**config.mk**
```make
export PLATFORM = sky130hd
export DESIGN_NAME = rc4_stream_cipher_core
export DESIGN_NICKNAME = d
export VERILOG_FILES = /design/src/hw/rtl/rc4_pkg.sv /design/src/hw/rtl/rc4_ram.sv /design/src/hw/rtl/rc4_stream_cipher_core.sv
export SDC_FILE = /design/constraint.sdc
export NUM_CORES = 2
export LEC_CHECK = 0
export BUFFER_PORTS_ARGS = -buffer_cell sky130_fd_sc_hd__buf_2
export CORE_AREA = 2 2 505 708
export DETAILED_ROUTE_END_ITERATION = 16
export DIE_AREA = 0 0 507 710
export HOLD_SLACK_MARGIN = 0.03
export SLEW_MARGIN = 30
export SYNTH_ARGS = -nofsm -noshare
export SYNTH_HDL_FRONTEND = slang
export SYNTH_HIERARCHICAL = 1
export SYNTH_SLANG_ARGS = --single-unit
```
**constraint.sdc**
```tcl
create_clock -name clk -period 7.3 [get_ports clk]
set_input_delay 0.365 -clock clk [delete_from_list [all_inputs] [get_ports clk]]
set_output_delay 0.365 -clock clk [all_outputs]
set_load 0.05 [all_outputs]
```
**src/hw/rtl/rc4_pkg.sv**
```systemverilog
// Shared types and constants of the RC4 stream cipher core.
`default_nettype none
package rc4_pkg;

	localparam int BYTE_W     = 8;
	localparam int SBOX_DEPTH = 256;

	// Request kinds
	localparam logic KIND_KEY  = 1'b0;
	localparam logic KIND_DATA = 1'b1;

	typedef struct packed {
		logic              kind;
		logic [BYTE_W-1:0] key_byte;
		logic [BYTE_W-1:0] data_byte;
		logic              last;
	} rc4_req_t;

	typedef struct packed {
		logic [BYTE_W-1:0] data_out;
		logic              last_out;
	} rc4_rsp_t;

endpackage
`default_nettype wire

```
**src/hw/rtl/rc4_ram.sv**
```systemverilog
// Generic simple dual-port RAM with registered read, used for all state stores.
`default_nettype none
module rc4_ram #(
	parameter int WIDTH = 8,
	parameter int DEPTH = 256
) (
	input  wire logic                                         clk,
	input  wire logic                                         we,
	input  wire logic [((DEPTH > 1) ? $clog2(DEPTH) : 1)-1:0] waddr,
	input  wire logic [WIDTH-1:0]                             wdata,
	input  wire logic                                         re,
	input  wire logic [((DEPTH > 1) ? $clog2(DEPTH) : 1)-1:0] raddr,
	output logic      [WIDTH-1:0]                             rdata
);
	logic [WIDTH-1:0] mem [DEPTH];

	// Write port
	always_ff @(posedge clk) begin
		if (we) begin
			mem[waddr] <= wdata;
		end
	end

	// Read port: data held until the next read
	always_ff @(posedge clk) begin
		if (re) begin
			rdata <= mem[raddr];
		end
	end

endmodule
`default_nettype wire

```
**src/hw/rtl/rc4_stream_cipher_core.sv**
```systemverilog
// Top level of the RC4 stream cipher core: key store, key schedule and keystream sequencer.
//
//  channel | direction | handshake              | payload
//  --------+-----------+------------------------+-----------------------------------------
//  req     | in        | req_valid / req_ready  | kind, key_byte, data_byte, last
//  rsp     | out       | rsp_valid / rsp_ready  | data_out, last_out (one per data request)
//
// A key request leaves the core idle. A data request on a keyed box runs: S[i] read,
// S[j] read, two write-backs of the swap (the S[t] read issued with the second), result.
// The first data request of a message adds an identity fill, one schedule step per entry
// (read, accumulate, two write-backs), all set by the single write port of the S-box RAM.
// Reset clears control state only; the RAMs need no clearing pass, since the schedule
// fills the S-box before any read and only written key entries are read.
// A stalled result waits in the output register while the next request is taken; a
// further data result then waits in its final state until the register frees.
`default_nettype none
module rc4_stream_cipher_core #(
	parameter int MAX_KEY_BYTES = 256
) (
	input  wire logic              clk,
	input  wire logic              arst_n,
	input  wire logic              req_valid,
	output logic                   req_ready,
	input  wire rc4_pkg::rc4_req_t req,
	output logic                   rsp_valid,
	input  wire logic              rsp_ready,
	output rc4_pkg::rc4_rsp_t      rsp
);
	import rc4_pkg::*;

	localparam int KA = (MAX_KEY_BYTES > 1) ? $clog2(MAX_KEY_BYTES) : 1;
	localparam int LW = $clog2(MAX_KEY_BYTES + 1);

	localparam logic [3:0] ST_IDLE   = 4'd0;
	localparam logic [3:0] ST_INIT   = 4'd1;
	localparam logic [3:0] ST_KS_RD  = 4'd2;
	localparam logic [3:0] ST_KS_ACC = 4'd3;
	localparam logic [3:0] ST_KS_W1  = 4'd4;
	localparam logic [3:0] ST_KS_W2  = 4'd5;
	localparam logic [3:0] ST_P_RDI  = 4'd6;
	localparam logic [3:0] ST_P_RDJ  = 4'd7;
	localparam logic [3:0] ST_P_W1   = 4'd8;
	localparam logic [3:0] ST_P_W2   = 4'd9;
	localparam logic [3:0] ST_P_OUT  = 4'd10;

	logic [3:0]        state_q;
	logic [BYTE_W-1:0] cnt_q;
	logic [BYTE_W-1:0] acc_q;
	logic [KA-1:0]     kpos_q;
	logic [LW-1:0]     key_len_q;
	logic              loading_q;
	logic              keyed_q;
	logic [BYTE_W-1:0] idx_i_q;
	logic [BYTE_W-1:0] idx_j_q;
	logic [BYTE_W-1:0] si_q;
	logic [BYTE_W-1:0] sj_q;
	logic [BYTE_W-1:0] data_q;
	logic              last_q;
	logic              fwd_hit_q;
	logic              rsp_valid_q;
	rc4_rsp_t          rsp_q;

	// S-box RAM controls
	logic              sbox_we;
	logic [BYTE_W-1:0] sbox_waddr;
	logic [BYTE_W-1:0] sbox_wdata;
	logic              sbox_re;
	logic [BYTE_W-1:0] sbox_raddr;
	logic [BYTE_W-1:0] sbox_rdata;

	// Key RAM controls
	logic              key_we;
	logic [KA-1:0]     key_waddr;
	logic              key_re;
	logic [BYTE_W-1:0] key_rdata;

	logic              req_fire;
	logic [LW-1:0]     eff_len;
	logic [BYTE_W-1:0] key_b;
	logic [BYTE_W-1:0] acc_new;
	logic [BYTE_W-1:0] idx_i_inc;
	logic [BYTE_W-1:0] idx_j_new;
	logic [BYTE_W-1:0] t_addr;
	logic [BYTE_W-1:0] ks_byte;
	logic              rsp_load;
	logic [KA-1:0]     kpos_inc;

	assign req_ready = (state_q == ST_IDLE);
	assign req_fire  = req_valid && req_ready;
	assign rsp_valid = rsp_valid_q;
	assign rsp       = rsp_q;

	// Key store length before a key byte is written: a fresh key starts from empty
	assign eff_len   = loading_q ? key_len_q : '0;
	assign key_we    = req_fire && (req.kind == KIND_KEY) && (eff_len < LW'(MAX_KEY_BYTES));
	assign key_waddr = eff_len[KA-1:0];
	assign key_re    = (state_q == ST_KS_RD);
	assign kpos_inc  = kpos_q + KA'(1);

	// Schedule arithmetic; an empty key acts as one zero byte
	assign key_b     = (key_len_q == '0) ? '0 : key_rdata;
	assign acc_new   = acc_q + sbox_rdata + key_b;
	assign idx_i_inc = idx_i_q + 8'd1;
	assign idx_j_new = idx_j_q + sbox_rdata;
	assign t_addr    = si_q + sj_q;
	assign ks_byte   = fwd_hit_q ? si_q : sbox_rdata;
	assign rsp_load  = (state_q == ST_P_OUT) && (!rsp_valid_q || rsp_ready);

	// Steer S-box reads and writes per sequencer state
	always_comb begin
		sbox_we    = 1'b0;
		sbox_waddr = '0;
		sbox_wdata = '0;
		sbox_re    = 1'b0;
		sbox_raddr = '0;
		case (state_q)
			ST_IDLE: begin
				sbox_re    = req_fire && (req.kind == KIND_DATA) && keyed_q;
				sbox_raddr = idx_i_inc;
			end
			ST_INIT: begin
				sbox_we    = 1'b1;
				sbox_waddr = cnt_q;
				sbox_wdata = cnt_q;
			end
			ST_KS_RD: begin
				sbox_re    = 1'b1;
				sbox_raddr = cnt_q;
			end
			ST_KS_ACC: begin
				sbox_re    = 1'b1;
				sbox_raddr = acc_new;
			end
			ST_KS_W1: begin
				sbox_we    = 1'b1;
				sbox_waddr = cnt_q;
				sbox_wdata = sbox_rdata;
			end
			ST_KS_W2: begin
				sbox_we    = 1'b1;
				sbox_waddr = acc_q;
				sbox_wdata = si_q;
			end
			ST_P_RDI: begin
				sbox_re    = 1'b1;
				sbox_raddr = idx_i_inc;
			end
			ST_P_RDJ: begin
				sbox_re    = 1'b1;
				sbox_raddr = idx_j_new;
			end
			ST_P_W1: begin
				sbox_we    = 1'b1;
				sbox_waddr = idx_i_q;
				sbox_wdata = sbox_rdata;
			end
			ST_P_W2: begin
				sbox_we    = 1'b1;
				sbox_waddr = idx_j_q;
				sbox_wdata = si_q;
				sbox_re    = 1'b1;
				sbox_raddr = t_addr;
			end
			default: begin
				sbox_we = 1'b0;
			end
		endcase
	end

	// Sequencer and control registers
	always_ff @(posedge clk or negedge arst_n) begin
		if (!arst_n) begin
			state_q     <= ST_IDLE;
			cnt_q       <= '0;
			acc_q       <= '0;
			kpos_q      <= '0;
			key_len_q   <= '0;
			loading_q   <= 1'b0;
			keyed_q     <= 1'b0;
			idx_i_q     <= '0;
			idx_j_q     <= '0;
			rsp_valid_q <= 1'b0;
		end else begin
			// Release the output register once taken
			if (rsp_load) begin
				rsp_valid_q <= 1'b1;
			end else if (rsp_ready) begin
				rsp_valid_q <= 1'b0;
			end

			case (state_q)
				ST_IDLE: begin
					if (req_fire) begin
						if (req.kind == KIND_KEY) begin
							key_len_q <= key_we ? (eff_len + LW'(1)) : eff_len;
							loading_q <= !req.last;
							keyed_q   <= 1'b0;
						end else begin
							loading_q <= 1'b0;
							if (keyed_q) begin
								idx_i_q <= idx_i_inc;
								state_q <= ST_P_RDJ;
							end else begin
								cnt_q   <= '0;
								state_q <= ST_INIT;
							end
						end
					end
				end
				ST_INIT: begin
					cnt_q <= cnt_q + 8'd1;
					if (cnt_q == 8'(SBOX_DEPTH - 1)) begin
						acc_q   <= '0;
						kpos_q  <= '0;
						state_q <= ST_KS_RD;
					end
				end
				ST_KS_RD: begin
					// Advance the key position, wrapping at the key length
					kpos_q  <= ((LW'(kpos_q) + LW'(1)) == key_len_q) ? '0 : kpos_inc;
					state_q <= ST_KS_ACC;
				end
				ST_KS_ACC: begin
					acc_q   <= acc_new;
					state_q <= ST_KS_W1;
				end
				ST_KS_W1: begin
					state_q <= ST_KS_W2;
				end
				ST_KS_W2: begin
					cnt_q <= cnt_q + 8'd1;
					if (cnt_q == 8'(SBOX_DEPTH - 1)) begin
						keyed_q <= 1'b1;
						idx_i_q <= '0;
						idx_j_q <= '0;
						state_q <= ST_P_RDI;
					end else begin
						state_q <= ST_KS_RD;
					end
				end
				ST_P_RDI: begin
					idx_i_q <= idx_i_inc;
					state_q <= ST_P_RDJ;
				end
				ST_P_RDJ: begin
					idx_j_q <= idx_j_new;
					state_q <= ST_P_W1;
				end
				ST_P_W1: begin
					state_q <= ST_P_W2;
				end
				ST_P_W2: begin
					state_q <= ST_P_OUT;
				end
				ST_P_OUT: begin
					if (rsp_load) begin
						if (last_q) begin
							keyed_q <= 1'b0;
						end
						state_q <= ST_IDLE;
					end
				end
				default: begin
					state_q <= ST_IDLE;
				end
			endcase
		end
	end

	// Datapath registers
	always_ff @(posedge clk) begin
		if (req_fire) begin
			data_q <= req.data_byte;
			last_q <= req.last;
		end
		// Hold S[n] for the schedule swap and S[i] for the keystream swap
		if ((state_q == ST_KS_ACC) || (state_q == ST_P_RDJ)) begin
			si_q <= sbox_rdata;
		end
		if (state_q == ST_P_W1) begin
			sj_q <= sbox_rdata;
		end
		// The S[t] read shares a cycle with the S[j] write: forward on a match
		if (state_q == ST_P_W2) begin
			fwd_hit_q <= (t_addr == idx_j_q);
		end
		if (rsp_load) begin
			rsp_q.data_out <= data_q ^ ks_byte;
			rsp_q.last_out <= last_q;
		end
	end

	rc4_ram #(
		.WIDTH (BYTE_W),
		.DEPTH (SBOX_DEPTH)
	) u_sbox_ram (
		.clk   (clk),
		.we    (sbox_we),
		.waddr (sbox_waddr),
		.wdata (sbox_wdata),
		.re    (sbox_re),
		.raddr (sbox_raddr),
		.rdata (sbox_rdata)
	);

	rc4_ram #(
		.WIDTH (BYTE_W),
		.DEPTH (MAX_KEY_BYTES)
	) u_key_ram (
		.clk   (clk),
		.we    (key_we),
		.waddr (key_waddr),
		.wdata (req.key_byte),
		.re    (key_re),
		.raddr (kpos_q),
		.rdata (key_rdata)
	);

	// The S-box is never written while waiting for a request
	a_idle_no_write: assert property (@(posedge clk) disable iff (!arst_n)
		(state_q == ST_IDLE) |-> !sbox_we)
		else $error("S-box written while idle");

	// The box only becomes keyed at the end of the schedule
	a_keyed_from_schedule: assert property (@(posedge clk) disable iff (!arst_n)
		$rose(keyed_q) |-> ($past(state_q) == ST_KS_W2))
		else $error("keyed set outside the schedule");

	// Key length stays within the key store
	a_key_len_bound: assert property (@(posedge clk) disable iff (!arst_n)
		key_len_q <= LW'(MAX_KEY_BYTES))
		else $error("key length beyond key store");

	// Any key byte forces a rekey before the next data byte
	a_key_clears_keyed: assert property (@(posedge clk) disable iff (!arst_n)
		(req_fire && (req.kind == KIND_KEY)) |=> !keyed_q)
		else $error("key byte did not clear keyed");

endmodule
`default_nettype wire
```
== Word level (Yosys, flattened, before mapping) ==
Memory sizes are Yosys's and may differ from the RTL's. A register that Yosys moved wholly into a read port is not among the register bits.
Index checks and enable logic that the tools add are counted.

* Logic and storage cells: 130
* Output and inout bits: 11
* Register bits after elaboration: 91
* RAM bits: 4096
* Input port bits: 22
* Memories kept: 2

* Reduce and logical (&&, ||, !) cells: 35
* Bitwise logic cells: 2
* Order comparisons: 1
* Multiplexer cells: 42
* Add/subtract/negate cells: 9
* Equality and inequality tests: 22

{| class="wikitable"
|+ Memories
! name !! words !! bits a word !! rd ports !! clocked after Yosys merged registers in !! wr ports !! line !! RTL
|-
| u_key_ram.mem || 256 || 8 || 1 || 1 || 1 || rc4_ram.sv:15 || <nowiki>logic [WIDTH-1:0] mem [DEPTH];</nowiki>
|-
| u_sbox_ram.mem || 256 || 8 || 1 || 1 || 1 || rc4_ram.sv:15 ||
|}

{| class="wikitable"
|+ Operators by type and width
! kind !! number
|-
| two-way mux 8 bit || 10
|-
| one-hot mux 8 bit (2 select lines) || 4
|-
| one-hot mux 8 bit (3 select lines) || 2
|-
| one-hot mux 4 bit (11 select lines) || 1
|-
| one-hot mux 8 bit (5 select lines) || 1
|-
| adder 8 bit || 4
|-
| one-hot mux 8 bit (4 select lines) || 1
|-
| adder 8 x 1 -> 8 bit, second input constant || 3
|-
| two-way mux 9 bit || 2
|-
| == test 4 x 3 -> 1 bit, second input constant || 4
|-
| two-way mux 4 bit || 4
|-
| two-way mux 1 bit || 13
|-
| == test 4 bit, second input constant || 3
|-
| inequality test 2 bit, second input constant || 6
|-
| nonzero test 2 bit || 5
|-
| OR reduction 2 bit || 5
|-
| OR reduction 5 bit || 2
|-
| adder 8 x 1 -> 9 bit, second input constant || 1
|-
| adder 9 x 1 -> 9 bit, second input constant || 1
|-
| == test 9 bit || 1
|-
| zero test 9 bit || 1
|-
| less-than comparator 9 bit, second input constant || 1
|-
| == test 4 x 2 -> 1 bit, second input constant || 2
|-
| == test 8 bit || 1
|-
| 18 further kinds || 33
|}

== Depth between registers and ports, before layout ==
* Word-level depth: 6
* Mapped depth: 22
* Depth with buffers taken out: 19

== Cells and area by module ==
The synthesis kept the hierarchy.

{| class="wikitable"
|+ By module, submodules not included
! module !! sequential area each (um2) !! area each (um2) !! cells an instance !! instances
|-
| rc4_ram || 61739.2 || 79636.4 || 3733 || 2
|-
| rc4_stream_cipher_core || 2452.4 || 6187.2 || 636 || 1
|}

== Least setup slack after synthesis ==
No wires, ideal clock.

* Path kind: register to register
* Start point: reg state_q[1]
* End point: mem u_sbox_ram.mem[0][0], data pin
* Slack: 2.220 ns
* Cell stages (with the launch flop): 9
* Period minus slack after synthesis: 5.080 ns
* Setup time: 0.770 ns
* Data required time: 6.530 ns
* Path buffers: 2
* Arrival time: 4.309 ns
* Path through: dfrtp_1 > or2b_1 > nor2_2 > and2_4 > buf_6 > or2_0 > buf_2 > a222oi_1 > inv_1

* Word-level cells in the longest chain between the ends: 3
* Elaborated cells on any way between the ends: 8
* Classes of those cells: eq/ne (5); mux (1); reduce/logical (2)

{| class="wikitable"
|+ RTL lines
! item !! line !! RTL
|-
| start, declared || rc4_stream_cipher_core.sv:46 || <nowiki>logic [3:0] state_q;</nowiki>
|-
| start signal, assigned || rc4_stream_cipher_core.sv:173 || <nowiki>state_q <= ST_IDLE;</nowiki>
|-
| start signal, assigned || rc4_stream_cipher_core.sv:202 || <nowiki>state_q <= ST_P_RDJ;</nowiki>
|-
| start signal, assigned || rc4_stream_cipher_core.sv:205 || <nowiki>state_q <= ST_INIT;</nowiki>
|-
| == test 4 bit or == test 4 x 3 -> 1 bit (tied branches) || rc4_stream_cipher_core.sv:116 || <nowiki>case (state_q)</nowiki>
|-
| OR reduction 2 bit (no source line) || n/a ||
|-
| one-hot mux 8 bit (3 select lines) (*) || rc4_stream_cipher_core.sv:116 ||
|-
| via sbox_wdata[0] || rc4_stream_cipher_core.sv:66 || <nowiki>logic [BYTE_W-1:0] sbox_wdata;</nowiki>
|-
| end, declared || rc4_ram.sv:15 ||
|}

Mark *: on every way through the listed nets, which the timed path passes. The rest lies on a longest branch.

== Final worst setup path ==
* Start point: reg key_len_q[7]
* End point: reg u_sbox_ram.rdata[3] (read register of u_sbox_ram.mem), data pin

* Word-level cells in the longest chain between the ends: 4

{| class="wikitable"
|+ RTL lines
! item !! line !! RTL
|-
| start, declared || rc4_stream_cipher_core.sv:50 || <nowiki>logic [LW-1:0] key_len_q;</nowiki>
|-
| start signal, assigned || rc4_stream_cipher_core.sv:195 || <nowiki>key_len_q <= key_we ? (eff_len + LW'(1)) : eff_len;</nowiki>
|-
| zero test 9 bit || rc4_stream_cipher_core.sv:101 || <nowiki>assign key_b = (key_len_q == '0) ? '0 : key_rdata;</nowiki>
|-
| two-way mux 8 bit || rc4_stream_cipher_core.sv:101 ||
|-
| adder 8 bit || rc4_stream_cipher_core.sv:102 || <nowiki>assign acc_new = acc_q + sbox_rdata + key_b;</nowiki>
|-
| one-hot mux 8 bit (5 select lines) || rc4_stream_cipher_core.sv:116 ||
|-
| via sbox_raddr[5] || rc4_stream_cipher_core.sv:68 || <nowiki>logic [BYTE_W-1:0] sbox_raddr;</nowiki>
|-
| end, declared || rc4_ram.sv:13 || <nowiki>output logic [WIDTH-1:0] rdata</nowiki>
|}

The timed path passes the listed nets, and every way through them passes these cells.
A chain may end at the register's enable or synchronous reset.

==> flow_summary.yaml <==
global_routing:
  grt_usage_pct: 24.2
  grt_use_met1_pct: 28.9
  grt_max_degree: 195
  met3_usage_pct: 3.13
  busiest_layer: "met2"
  antenna_found_initial: 10
  globalRouteOverflowTotal: 0
  grt_pass1_wl_mm: 625
  grt_util_met2_pct: 43.6
  grt_pass1_vias: 84500
clock_tree:
  cts_hold_buffers: 18
  cts_root_buf: "clkbuf_16"
  clock_sinks: 4203
  clock_path_buffers: 4
  post_cts.repair.setup_buffers: 0
  cts_resized: 0
  htreeDepth: 5
  cts_tree: "yes"
  cts_made_buffers: 400
  worstSkewPairLatency_ps: 950
  cts.clk_slew.worst_paths_ps: 60
floorplan:
  die_area_mm2: 0.360
  die_w_um: 507
  start_util_pct: 46.8
  io_pins: 33
  core_mm2: 0.354
  die_h_um: 710
  fp-row-count: 259
timing:
  fin_tns_setup_ps: 0
  slew_violations: 0
  worst_slack_ps: 750
  tightest_slew_ps: 1070
  skew_ps: 95.7
  fin_crit_sh_pct: 89.7
  finalSetupViolCount: 0
  rsz0062_at_grt: "no"
  fmax_ghz: 0.153
  fin_crit_ps: 6550
  finalHoldViolations: 0
  maxSlewHeadroom_pct: 27.9
worst_setup_path:
  criticalPathCategory: "reg2reg"
  crit_path_start_kind: "register"
  cp_top_family: "simple AND/OR/NAND/NOR gates"
  crit_top_cell: "nor4_1"
  cp.arrival_ps: 7220
  end_kind: "register"
  crit_buf_inv: 3
  path_cells: "nor4_1 -> nand3_1 -> and2_1 -> fa_1 -> ha_1 -> inv_1 -> fa_1 -> inv_1 -> a21oi_1 -> o21bai_1 -> xor2_1 -> a222oi_1 -> o211ai_1 -> and2_1 -> nor2b_1 -> a31oi_1 -> nor4_1 -> buf_4 -> nor4_1"
  crit_slowest_cell: "nor4_1"
  critPathMaxStageDelay_ps: 790
  cp.depth: 19
  worst-r2r-cell-count: 19
  path_max_fanout: 13
  required_ps: 7970
power_and_ir_drop:
  vdd_drop_max_mv: 0.434
  leakage_nw: 56.5
  power.density_mw_per_mm2: 399
logic_synthesis:
  synth_cell_types: 90
  syn_nets: 8158
  yosysMostFrequentCell: "edfxtp_1"
  synth_area_mm2: 0.165
  yosys-top-cells-count: "edfxtp_1 (4147), mux4_2 (908), nor2_1 (596)"
  syn_area_per_cell_um2: 20.4
  yosysWarnings: 6
  synth.top_cells.by_area: "edfxtp_1 (75%), mux4_2 (12%), mux2i_1 (1.7%)"
  synth_top_area_share_pct: 75.3
  seq_area_frac_synth_pct: 76.1
  syn_inst: 8102
  async_flop_share_pct: 1.33
  synth_edf_count: 4147
  synth_flop_cell: "edfxtp_1"
  yosysTopAreaCell: "edfxtp_1"
  synth_seq_cells: 4203
hold_path:
  hp-class: "in2reg"
  min_path_cells: 1
route:
  drtPass1Iterations: 8
  routed_wirelength_mm: 440
  ant_nets: 0
  drt-initial-drc-count: 8537
  drt-wirelength-per-cell_um: 33.1
  via_count: 82500
  vias_per_cell: 6.20
  remaining_drc_errors: 0
placement:
  dpl_cell_area_mm2: 0.171
  portBuffers: 32
  dp_slack_ps: 696
  globalplace.congestion: 0.899
  place_hpwl_mm: 279
  place_inst: 12500
cells_and_area:
  drive_above_1_share_pct: 21.5
  instances_no_fill: 13300
  num-fill-cells: 27700
  postLayoutCoreUtil_pct: 52.1
  syn_to_final_growth_pct: 11.4
  fin_area_mm2: 0.184
  nNetsFinal: 8331
run_status:
  outcome: "complete, no violations"
job:
  drv_cap: 0
[per-stage QoR]
step                      power, W  hold WS, ps
final                       0.0736          113
after global routing        0.0759          127
after CTS                   0.0741         70.1
after detailed placement    0.0536          502
after global placement      0.0533          495
after floorplan             0.0456         69.4
[registers in the layout (all words and copies together) (netlist names), 8 cells and up]
name / flops
rsp: 9
idx_i_q: 8
data_q: 8
cnt_q: 8
kpos_q: 8
u_sbox_ram/rdata: 8
idx_j_q: 8
si_q: 8
u_key_ram/rdata: 8
u_sbox_ram/mem: 2048
sj_q: 8
acc_q: 8
key_len_q: 9
u_key_ram/mem: 2048
[cells by family after synthesis]
family / Yosys count / share of synthesized area (%)
AOI/OAI and AO/OA: 933 / 4.01
xor gates and xnor gates: 59 / 0.321
adders and majority gates: 34 / 0.302
buffers and inverters: 526 / 1.90
DFF: 4203 / 76.1
muxes: 1199 / 14.2
and+or+nand+nor: 1148 / 3.19
[where the power goes]
| part | switching, W | internal [W] | leakage [nW] | total, W |
|---|---|---|---|---|
| sequential | 0.000447 | 0.0286 | 38.5 | 0.0291 |
| clock | 0.00894 | 0.0117 | 6.23 | 0.0206 |
| combinational | 0.0146 | 0.00929 | 11.8 | 0.0239 |
[cells in the final DEF (no fill, tap or decap), types with 28 or more instances in the layout]
cell type	count
mux2i_1	283
a211oi_1	37
clkbuf_16	406
clkinv_2	67
a221oi_1	28
and2_1	28
dfrtp_1	51
buf_4	164
nor4_1	43
edfxtp_1	4147
a21oi_1	210
o21ai_0	57
xnor2_1	43
nand2_1	132
clkinv_1	85
o221ai_1	92
clkbuf_1	72
nor3_1	52
nor2b_1	64
nor2_1	576
nand3_1	81
nand4_1	28
bufinv_16	41
o22ai_1	63
buf_12	36
a22oi_1	270
mux4_2	908
[layer usage]
layer | vias to the layer above | routed length [µm]
li1 | 34100 | -
met1 | 44500 | 157000
met2 | 3091 | 235000
met3 | 841 | 25100
met4 | 4 | 22800
met5 | - | 24
[worst paths after layout]
path | endpoint | start | slack [ps]
hold / removal | u_key_ram/mem[86][6]$_DFFE_PP_ | req[15] | 110
min in group asynchronous | acc_q[6]$_DFFE_PN0P_ | arst_n | 280
max in group asynchronous | kpos_q[0]$_DFFE_PN0P_ | arst_n | 6330
setup / recovery | u_sbox_ram/rdata[3]$_DFFE_PP_ | key_len_q[7]$_DFFE_PN0P_ | 750
setup reg to reg | u_sbox_ram/rdata[3]$_DFFE_PP_ | key_len_q[7]$_DFFE_PN0P_ | 750
hold reg to reg | rsp[8]$_DFFE_PP_ | data_q[7]$_DFFE_PP_ | 540
[worst register-to-register path: cells and delay by family, from the launching register on]
| family | cells | cell delay [ps] |
|---|---|---|
| XOR/XNOR | 1 | 130 |
| buffers and inverters | 3 | 400 |
| flip-flops | 1 | 430 |
| AO/OA/AOI/OAI | 5 | 1280 |
| AND/OR/NAND/NOR | 7 | 2930 |
| adder cells (fa/ha/maj) | 3 | 1140 |
[layout make-up]
cell class	count	area [µm²]	area share [%]
inverter	32	185	0.100
antenna	8	20.0	0.0109
timing repair buffer	265	2730	1.48
sequential	4203	126000	68.3
clock inverter	242	2430	1.32
multi-input combinational	3373	36700	19.9
tap	4698	5880	3.19
clock buffer	480	10500	5.67
Power figures use the tool's default switching activity.
